## src/hdl/fsfb_pkg.sv

```systemverilog
// ----------------------------------------------------------------------------
// fsfb_pkg
// Widths, constants and unit interface types for the balance controller.
// ----------------------------------------------------------------------------
package fsfb_pkg;

   localparam int DT_W    = 20;   // step time in microseconds
   localparam int NUM_W   = 54;   // |difference| * 1e6
   localparam int QUOT_W  = 47;   // raw rate magnitude, Q.16
   localparam int MUL_A_W = 49;
   localparam int MUL_B_W = 32;
   localparam int MUL_P_W = MUL_A_W + MUL_B_W;

   localparam logic [MUL_B_W-1:0] US_PER_S = 32'd1000000;
   localparam logic [16:0]        HALF_Q16 = 17'd32768;

   typedef struct packed {
      logic              done;
      logic              ovf;
      logic [QUOT_W-1:0] quot;
   } div_rsp_type;

endpackage

```

## src/hdl/fsfb_div.sv

```systemverilog
// ----------------------------------------------------------------------------
// fsfb_div
// Restoring divider: floor(num * 2^16 / dt), one quotient bit per cycle.
// ----------------------------------------------------------------------------
module fsfb_div
   import fsfb_pkg::*;
(
   input  logic             clock,
   input  logic             reset,
   input  logic             start,
   input  logic [NUM_W-1:0] num,
   input  logic [DT_W-1:0]  dt,
   output div_rsp_type      rsp
);

   logic              busy_ff;
   logic              done_ff;
   logic              ovf_ff;
   logic [5:0]        cnt_ff;
   logic [DT_W-1:0]   rem_ff;
   logic [DT_W-1:0]   dt_ff;
   logic [QUOT_W-1:0] sh_ff;
   logic [QUOT_W-1:0] quot_ff;
   logic [DT_W:0]     trial;
   logic              ge;
   logic              ovf_in;

   // quotient would need 32 or more integer bits
   assign ovf_in = num[NUM_W-1:31] >= (NUM_W-31)'(dt);
   assign trial  = {rem_ff, sh_ff[QUOT_W-1]};
   assign ge     = trial >= {1'b0, dt_ff};

   always_ff @(posedge clock) begin
      if (reset) begin
         busy_ff <= 1'b0;
         done_ff <= 1'b0;
      end else begin
         done_ff <= 1'b0;
         if (start) begin
            busy_ff <= !ovf_in;
            done_ff <= ovf_in;
         end else if (busy_ff && cnt_ff == 6'd1) begin
            busy_ff <= 1'b0;
            done_ff <= 1'b1;
         end
      end
      if (start) begin
         ovf_ff  <= ovf_in;
         dt_ff   <= dt;
         rem_ff  <= num[DT_W+30:31];
         sh_ff   <= {num[30:0], 16'b0};
         quot_ff <= '0;
         cnt_ff  <= 6'(QUOT_W);
      end else if (busy_ff) begin
         rem_ff  <= ge ? DT_W'(trial - {1'b0, dt_ff}) : DT_W'(trial);
         quot_ff <= {quot_ff[QUOT_W-2:0], ge};
         sh_ff   <= {sh_ff[QUOT_W-2:0], 1'b0};
         cnt_ff  <= cnt_ff - 6'd1;
      end
   end

   assign rsp.done = done_ff;
   assign rsp.ovf  = ovf_ff;
   assign rsp.quot = quot_ff;

endmodule

```

## config.mk

```make
export PLATFORM = sky130hd
export DESIGN_NAME = fsfb_div
export DESIGN_NICKNAME = d
export VERILOG_FILES = /design/src/hdl/fsfb_pkg.sv /design/src/hdl/fsfb_div.sv
export SDC_FILE = /design/constraint.sdc
export NUM_CORES = 1
export LEC_CHECK = 0
export BUFFER_PORTS_ARGS = -buffer_cell sky130_fd_sc_hd__buf_2
export CAP_MARGIN = 30
export CORE_MARGIN = 4
export CORE_UTILIZATION = 55
export CTS_CLUSTER_DIAMETER = 150
export DETAILED_ROUTE_END_ITERATION = 7
export GPL_TIMING_DRIVEN = 0
export HOLD_SLACK_MARGIN = 0.02
export PLACE_DENSITY = 0.82
export SKIP_CTS_REPAIR_TIMING = 1
export SLEW_MARGIN = 20
export SYNTH_ARGS = -nofsm -noshare
export SYNTH_HDL_FRONTEND = slang
export SYNTH_SLANG_ARGS = --single-unit
```

## constraint.sdc

```tcl
create_clock -name clock -period 5.2 [get_ports clock]
set_clock_uncertainty 0.1 [all_clocks]
set_input_delay 1.04 -clock clock [delete_from_list [all_inputs] [get_ports clock]]
set_output_delay 1.04 -clock clock [all_outputs]
set_load 0.02 [all_outputs]
```

==> qor.yml <==
drc: 0
avgSynthCellArea_um2: 10.8
place_area_um2: 7470
grt_max_degree: 52
place_inst: 882
clk_pin_slew_ps: 60
final_common_cell: "buf_2"
rows: 39
grt_usage_pct: 23.2
ioPinCount: 126
stdcell_count: 913
firstDrtPassIters: 5
synth_nets: 734
post-route-period-util_pct: 63.8
rsz0062_at_grt: "false"
wire_per_inst_um: 17.6
crit_required_ps: 5230
use_met1_pct: 26.4
clk_latency_ps: 420
grt_antenna_before_repair: 2
fp.coreArea_um2: 11600
p_per_area_nw_per_um2: 361
yosysSeqAreaShare_pct: 49.0
cp-end-kind: "register"
relSlewSlack_pct: 38.7
clock-sinks: 127
drive_gt1_share_pct: 27.3
place.gp.congestion: 0.950
fin_crit_ps: 3320
portBuffers: 125
grt.met3_usage_pct: 8.75
htreeDepth: 4
cts_tree: "built"
synth-seq-cells: 127
power.total_uw: 2910
tightest_slew_ps: 920
root_buffer: "clkbuf_16"
clock_path_buffers: 2
final_cell_area_um2: 8060
netlist_area_um2: 6660
synth-edff-count: 72
hold_path_class: "register to register"
cp-start-kind: "register"
die_area_um2: 13900
status: "finished clean"
max_freq_mhz: 302
crit_path_max_fanout: 3
final_cell_mix: "128 x buf_2, 75 x nor2_1, 72 x edfxtp_1, 55 x dfxtp_1, 50 x inv_1"
first_global_vias: 5415
setup_viol: 0
final_core_util_pct: 69.4
chipHeight_um: 118
async_flop_share_pct: 0
synthToLayoutAreaGrowth_pct: 20.9
peakVddDrop_uv: 243
final_hold_viol_count: 0
fillCellCount: 869
routed_wl_mm: 16.0
grt_pass1_wl_mm: 25.9
nNetsFinal: 878
avgViaCountPerCell: 5.77
start_util_pct: 57.3
maxCapViolCount: 0
critPathKind: "register to register"
drt_iter0_markers: 329
fin_tns_setup_ps: 0
synth_cell_types: 60
gr-total-overflow: 0
via_count: 5270
synth_ff_type: "edfxtp_1"
top_usage_layer: "met2"
die_w_um: 118
power.leakage_uw: 0.00346
yosys_warnings: 0
detail-route-antenna-nets: 0
slew_viol_final: 0
dp_hpwl_mm: 11.5
use_met2_pct: 39.1
synthCells: 614
crit_arrival_ps: 3350
cts-buffers-inserted: 17
-- worst max-delay path, cell delays in order, from the launching register on --
cell,delay [ps]
edfxtp_1,400
inv_1,80
ha_1,170
inv_1,60
fa_1,410
a21oi_1,280
o211ai_1,150
a31oi_1,300
o21ai_0,290
mux2i_1,190
a2111oi_0,460
o311ai_1,140
-- report_power, final --
part           switching [uW]  internal [uW]  leakage [uW]
Combinational             344            239       0.00201
Clock                     432            729      0.000295
Sequential               27.0           1140       0.00115
-- synthesized netlist by cell type, types with 7 or more instances --
cell	count	area [um^2]
dfxtp_1	55	1100
nand4_1	13	81.3
a31oi_1	8	50.1
xnor2_1	11	96.3
nor3_1	12	60.1
or3_1	7	43.8
o31ai_1	7	52.6
nor2_1	75	282
a21o_1	10	75.1
mux2i_1	47	470
inv_1	50	188
clkbuf_1	17	63.8
o21ai_0	15	75.1
mux2_2	30	338
a21oi_1	20	100
edfxtp_1	72	2160
nand3_1	17	85.1
ha_1	42	526
nand2_1	29	109
-- registers in the layout, indices dropped and copies added (netlist names) --
name and count:
sh_ff 31, cnt_ff 6, ovf_ff 1, done_ff 1
rem_ff 20, dt_ff 20, quot_ff 47, busy_ff 1
-- kinds of logic after synthesis --
| group | synth area share, % |
|---|---|
| AO/OA/AOI/OAI | 11.3 |
| XOR/XNOR | 2.24 |
| adder cells (fa/ha/maj) | 8.19 |
| buffers and inverters | 4.85 |
| flip-flops | 49.0 |
| multiplexers | 12.1 |
| AND/OR/NAND/NOR | 12.3 |
-- area by class of cell --
type | count | area (um^2) | share of cell area [%]
flip-flops and latches | 127 | 3260 | 40.5
multi-input cells | 407 | 3080 | 38.2
repair buffers | 125 | 626 | 7.77
clock buffers | 24 | 546 | 6.77
inverters | 50 | 188 | 2.33
well taps | 143 | 179 | 2.22
plain buffers | 30 | 135 | 1.68
clock inverters | 6 | 40.0 | 0.497
diodes | 1 | 2.50 | 0.0311
-- final timing paths --
| kind | start | endpoint | slack (ps) | cells after the start |
|---|---|---|---|---|
| max | sh_ff[46] | rem_ff[12] | 1880 | 11 |
| min | quot_ff[0] | quot_ff[0] | 400 | 2 |
| max reg2reg | sh_ff[46] | rem_ff[12] | 1880 | 11 |
| min reg2reg | quot_ff[0] | quot_ff[0] | 400 | 2 |
-- per-layer routing --
layer | up-vias | wire [um]
met3 | 49 | 1380
met2 | 188 | 7820
met4 | 4 | 523
met1 | 2513 | 6290
met5 | - | 23
li1 | 2516 | -
-- metrics by stage --
stage               worst slack [ps]  hold slack (ps)
CTS                             1940              399
floorplan                       2430              368
global route                    1730              442
global placement                1200              372
detailed placement              1500              389
finish                          1880              399
Note: power is estimated with default switching activity, not from simulation.
