==> src/hdl/fsfb_pkg.sv <==
// ----------------------------------------------------------------------------
// fsfb_pkg
// Widths, constants and unit interface types for the balance controller.
// ----------------------------------------------------------------------------
package fsfb_pkg;

   localparam int DT_W    = 20;   // step time in microseconds
   localparam int NUM_W   = 54;   // |difference| * 1e6
   localparam int QUOT_W  = 47;   // raw rate magnitude, Q.16
   localparam int MUL_A_W = 49;
   localparam int MUL_B_W = 32;
   localparam int MUL_P_W = MUL_A_W + MUL_B_W;

   localparam logic [MUL_B_W-1:0] US_PER_S = 32'd1000000;
   localparam logic [16:0]        HALF_Q16 = 17'd32768;

   typedef struct packed {
      logic              done;
      logic              ovf;
      logic [QUOT_W-1:0] quot;
   } div_rsp_type;

endpackage

==> src/hdl/fsfb_mul.sv <==
// ----------------------------------------------------------------------------
// fsfb_mul
// Unsigned multiplier, one 16-bit digit of b per cycle.
// ----------------------------------------------------------------------------
module fsfb_mul
   import fsfb_pkg::*;
(
   input  logic               clock,
   input  logic               reset,
   input  logic               start,
   input  logic [MUL_A_W-1:0] a,
   input  logic [MUL_B_W-1:0] b,
   output logic               done,
   output logic [MUL_P_W-1:0] prod
);

   logic [MUL_A_W-1:0] a_ff;
   logic [15:0]        b_hi_ff;
   logic [MUL_P_W-1:0] acc_ff;
   logic               busy_ff;
   logic               done_ff;
   logic [MUL_A_W+15:0] pp;

   always_comb begin
      if (busy_ff) begin
         pp = a_ff * b_hi_ff;
      end else begin
         pp = a * b[15:0];
      end
   end

   always_ff @(posedge clock) begin
      if (reset) begin
         busy_ff <= 1'b0;
         done_ff <= 1'b0;
      end else begin
         done_ff <= busy_ff;
         if (start) begin
            busy_ff <= 1'b1;
         end else begin
            busy_ff <= 1'b0;
         end
      end
      if (start) begin
         a_ff    <= a;
         b_hi_ff <= b[31:16];
         acc_ff  <= MUL_P_W'(pp);
      end else if (busy_ff) begin
         acc_ff <= acc_ff + {pp, 16'b0};
      end
   end

   assign done = done_ff;
   assign prod = acc_ff;

endmodule

==> config.mk <==
export PLATFORM = sky130hd
export DESIGN_NAME = fsfb_mul
export DESIGN_NICKNAME = d
export VERILOG_FILES = /design/src/hdl/fsfb_pkg.sv /design/src/hdl/fsfb_mul.sv
export SDC_FILE = /design/constraint.sdc
export NUM_CORES = 2
export LEC_CHECK = 0
export ABC_AREA = 0
export BUFFER_PORTS_ARGS = -buffer_cell sky130_fd_sc_hd__buf_2
export CORE_MARGIN = 5
export CORE_UTILIZATION = 57
export CTS_CLUSTER_SIZE = 24
export DETAILED_ROUTE_END_ITERATION = 12
export PLACE_DENSITY_LB_ADDON = 0.12
export SYNTH_ARGS = -nofsm -noshare
export SYNTH_HDL_FRONTEND = slang
export SYNTH_SLANG_ARGS = --single-unit
export TNS_END_PERCENT = 30
==> constraint.sdc <==
create_clock -name clock -period 18.1 [get_ports clock]
set_input_delay 3.62 -clock clock [delete_from_list [all_inputs] [get_ports clock]]
set_output_delay 3.62 -clock clock [all_outputs]
set_load 0.02 [all_outputs]
==> results.json <==
{
  "via_count": 45720,
  "cp-end-kind": "register",
  "ys_dominant_reg_cell": "sky130_fd_sc_hd__edfxtp_1",
  "synth_largest_area_cell": "sky130_fd_sc_hd__fa_1",
  "synth-async-reset-ratio_pct": 0,
  "setup_total_negative_slack_ps": 0,
  "synthDistinctLibCells": 88,
  "drt_pass1_iterations": 7,
  "fp.dieArea_sq_um": 108900,
  "cp.buffers_inverters": 3,
  "cp_top_family": "compound AO/OA/AOI/OAI gates",
  "io_buffer_count": 165,
  "rows": 117,
  "grt_max_degree": 79,
  "drive_above_1_share_pct": 4.847,
  "clk_transition_reported_paths_ps": 100,
  "design.portCount": 166,
  "crit_type": "input pin to register",
  "final-instance-count-excl-fill": 7958,
  "layout_min_cycle_time_ps": 13750,
  "cts-htree-levels": 4,
  "setup.reg_to_reg.worst_slack_ps": 6730,
  "cts_root_buf": "sky130_fd_sc_hd__clkbuf_16",
  "synth.yosys.seq_area_share_pct": 7.303,
  "drc_errors": 0,
  "postSynthRegisterBits": 148,
  "final_min_period_over_clock_period_pct": 75.97,
  "crit_required_ps": 18500,
  "number_of_buffers_added_by_the_clock_tree_synthesis_step": 17,
  "drt-initial-drc-count": 3179,
  "cell_area_after_technology_mapping_sq_um": 58390,
  "synth_top_area_share_pct": 45.02,
  "cp_data_arrival_time_ps": 14150,
  "clock_path_buffers": 2,
  "dp_hpwl_mm": 139.4,
  "core_area_sq_um": 101700,
  "post-synth-top-count-cell": "sky130_fd_sc_hd__inv_1",
  "path_max_fanout": 49,
  "worst_path_largest_cell_delay_ps": 880,
  "fin_worst_skew_ps": 33.84,
  "fp.dieW_um": 330.1,
  "insertion_delay_ps": 530,
  "detail_route.vias_per_cell": 5.745,
  "tightest_slew_ps": 1362,
  "finalWeightedCongestion": 0.9873,
  "run_status": "completed",
  "synth.top_cells.by_count": "sky130_fd_sc_hd__inv_1 (1408), sky130_fd_sc_hd__fa_1 (1313), sky130_fd_sc_hd__nand2_1 (1227)",
  "grt_use_total_pct": 34.22,
  "synthesis.instances": 6687,
  "post_cts_resized": 0,
  "cts.repair_timing.setup_buffer_count": 0,
  "global_route_wire_length_before_repair_mm": 283.7,
  "drv.max_cap_violation_count": 0,
  "first_global_vias": 49160,
  "grt-ovfl-total": 0,
  "cell_types_with_the_largest_area_share_after_synthesis": "sky130_fd_sc_hd__fa_1 (45%), sky130_fd_sc_hd__inv_1 (9.1%), sky130_fd_sc_hd__nand2_1 (7.9%), sky130_fd_sc_hd__ha_1 (7.5%), sky130_fd_sc_hd__edfxtp_1 (6.7%)",
  "critical_path.most_common_cell": "sky130_fd_sc_hd__fa_1",
  "floorplan.initialDensity_pct": 57.39,
  "timing.critical_path.from_type": "input pin",
  "postCtsHoldBufs": 0,
  "final_nets": 8313,
  "place.detailed.instances": 7917,
  "drv_slew": 0,
  "post_synthesis_average_cell_area_sq_um": 8.732,
  "rsz0062_at_grt": "false",
  "slew_headroom_pct": 9.214,
  "yosys_warnings": 0,
  "hold_viol_final": 0,
  "final_number_of_setup_violating_endpoints": 0,
  "routed_wirelength_mm": 180.4,
  "postLayoutCoreUtil_pct": 59.57,
  "route.detailed.wl_per_inst_um": 22.67,
  "antenna_found_initial": 12,
  "floorplan.die.height_um": 330.1,
  "cts_tree": "yes",
  "worst_hold_slack_ps": 527.5,
  "critPathSlowestCell": "sky130_fd_sc_hd__buf_2",
  "drtAntennaViolNets": 0,
  "synth_enable_flop_cells": 130,
  "area_growth_syn_to_layout_pct": 3.799,
  "clock-sinks": 148,
  "synth_nets": 8432,
  "max_freq_mhz": 72.73,
  "timing.hold.worst.class": "register to register"
}
## metal layers
metal,part of all wire (%),routed length (um),vias up,track usage [%]
met2,49,87610,1801,57.54
met1,38,69160,23600,43.27
li1,-,-,19860,-
met4,5.7,10360,0,16.47
met5,0,0,-,0
met3,7.3,13230,457,5.887
## logic make-up (layout without fill, tap and decap cells)
group / count (synthesis) / in the layout / synth area share [%]
multiplexers: 35 / 35 / 0.6514
buffers and inverters: 1767 / 1661 / 11.41
AND/OR/NAND/NOR: 2157 / 2157 / 17.20
flip-flops: 148 / 148 / 7.303
adder cells (fa/ha/maj): 1661 / 1661 / 52.47
other: 0 / 9 / 0
XOR/XNOR: 176 / 176 / 2.640
AO/OA/AOI/OAI: 743 / 743 / 8.323
## sequential cells by signal, summed over array words and instances, names as in the netlist
register,count
a_ff,49
b_hi_ff,16
busy_ff,1
done,1
prod,81
## final cells by class
type | instances | area, sq um
fill | 9215 | 41130
multi-input combinational | 4772 | 47460
clock inverter | 14 | 158.9
antenna | 9 | 22.52
inverter | 1409 | 5289
timing repair buffer | 220 | 1245
sequential | 148 | 4268
clock buffer | 18 | 450.4
tap | 1368 | 1712
## path summary, 6_finish.rpt
| check | depth (start not counted) | endpoint | startpoint |
|---|---|---|---|
| setup / recovery | 34 | prod[80]$_SDFFE_PP0P_ | b[2] |
| hold / removal | 1 | prod[78]$_SDFFE_PP0P_ | prod[78]$_SDFFE_PP0P_ |
| setup reg to reg | 34 | prod[80]$_SDFFE_PP0P_ | a_ff[8]$_DFFE_PP_ |
| hold reg to reg | 1 | prod[78]$_SDFFE_PP0P_ | prod[78]$_SDFFE_PP0P_ |
## through the flow
stage | setup WS, ps | cell area [sq um]
6_report | 4350 | 60610
3_3_place_gp | 3998 | 59980
5_1_grt | 3857 | 60590
4_1_cts | 4396 | 60590
2_1_floorplan | 5821 | 58390
3_5_place_dp | 3881 | 59980
## layout by cell type (no fill, tap or decap), types with 25 or more instances in the layout
| cell type | instances |
|---|---|
| sky130_fd_sc_hd__a21o_1 | 121 |
| sky130_fd_sc_hd__a21oi_1 | 234 |
| sky130_fd_sc_hd__and2_1 | 565 |
| sky130_fd_sc_hd__buf_2 | 164 |
| sky130_fd_sc_hd__buf_4 | 55 |
| sky130_fd_sc_hd__edfxtp_1 | 130 |
| sky130_fd_sc_hd__fa_1 | 1313 |
| sky130_fd_sc_hd__ha_1 | 348 |
| sky130_fd_sc_hd__inv_1 | 1407 |
| sky130_fd_sc_hd__nand2_1 | 1227 |
| sky130_fd_sc_hd__nand2b_1 | 25 |
| sky130_fd_sc_hd__nand3_1 | 35 |
| sky130_fd_sc_hd__nand4_1 | 46 |
| sky130_fd_sc_hd__nor2_1 | 155 |
| sky130_fd_sc_hd__nor3_1 | 30 |
| sky130_fd_sc_hd__o21a_1 | 28 |
| sky130_fd_sc_hd__o21ai_0 | 138 |
| sky130_fd_sc_hd__o21bai_1 | 41 |
| sky130_fd_sc_hd__xnor2_1 | 103 |
| sky130_fd_sc_hd__xor2_1 | 73 |
## worst register-to-register path, delay by kind of cell, from the launching register on
kind | cells | cell delay (ps)
flip-flops | 1 | 810
multiplexers | 2 | 480
XOR/XNOR | 1 | 690
AND/OR/NAND/NOR | 7 | 1850
adder cells (fa/ha/maj) | 8 | 3800
AO/OA/AOI/OAI | 12 | 3420
buffers and inverters | 4 | 220
Power is left out: the tool's default activity adds up to more than one toggle a clock period on the data nets, which glitch-free logic cannot reach.
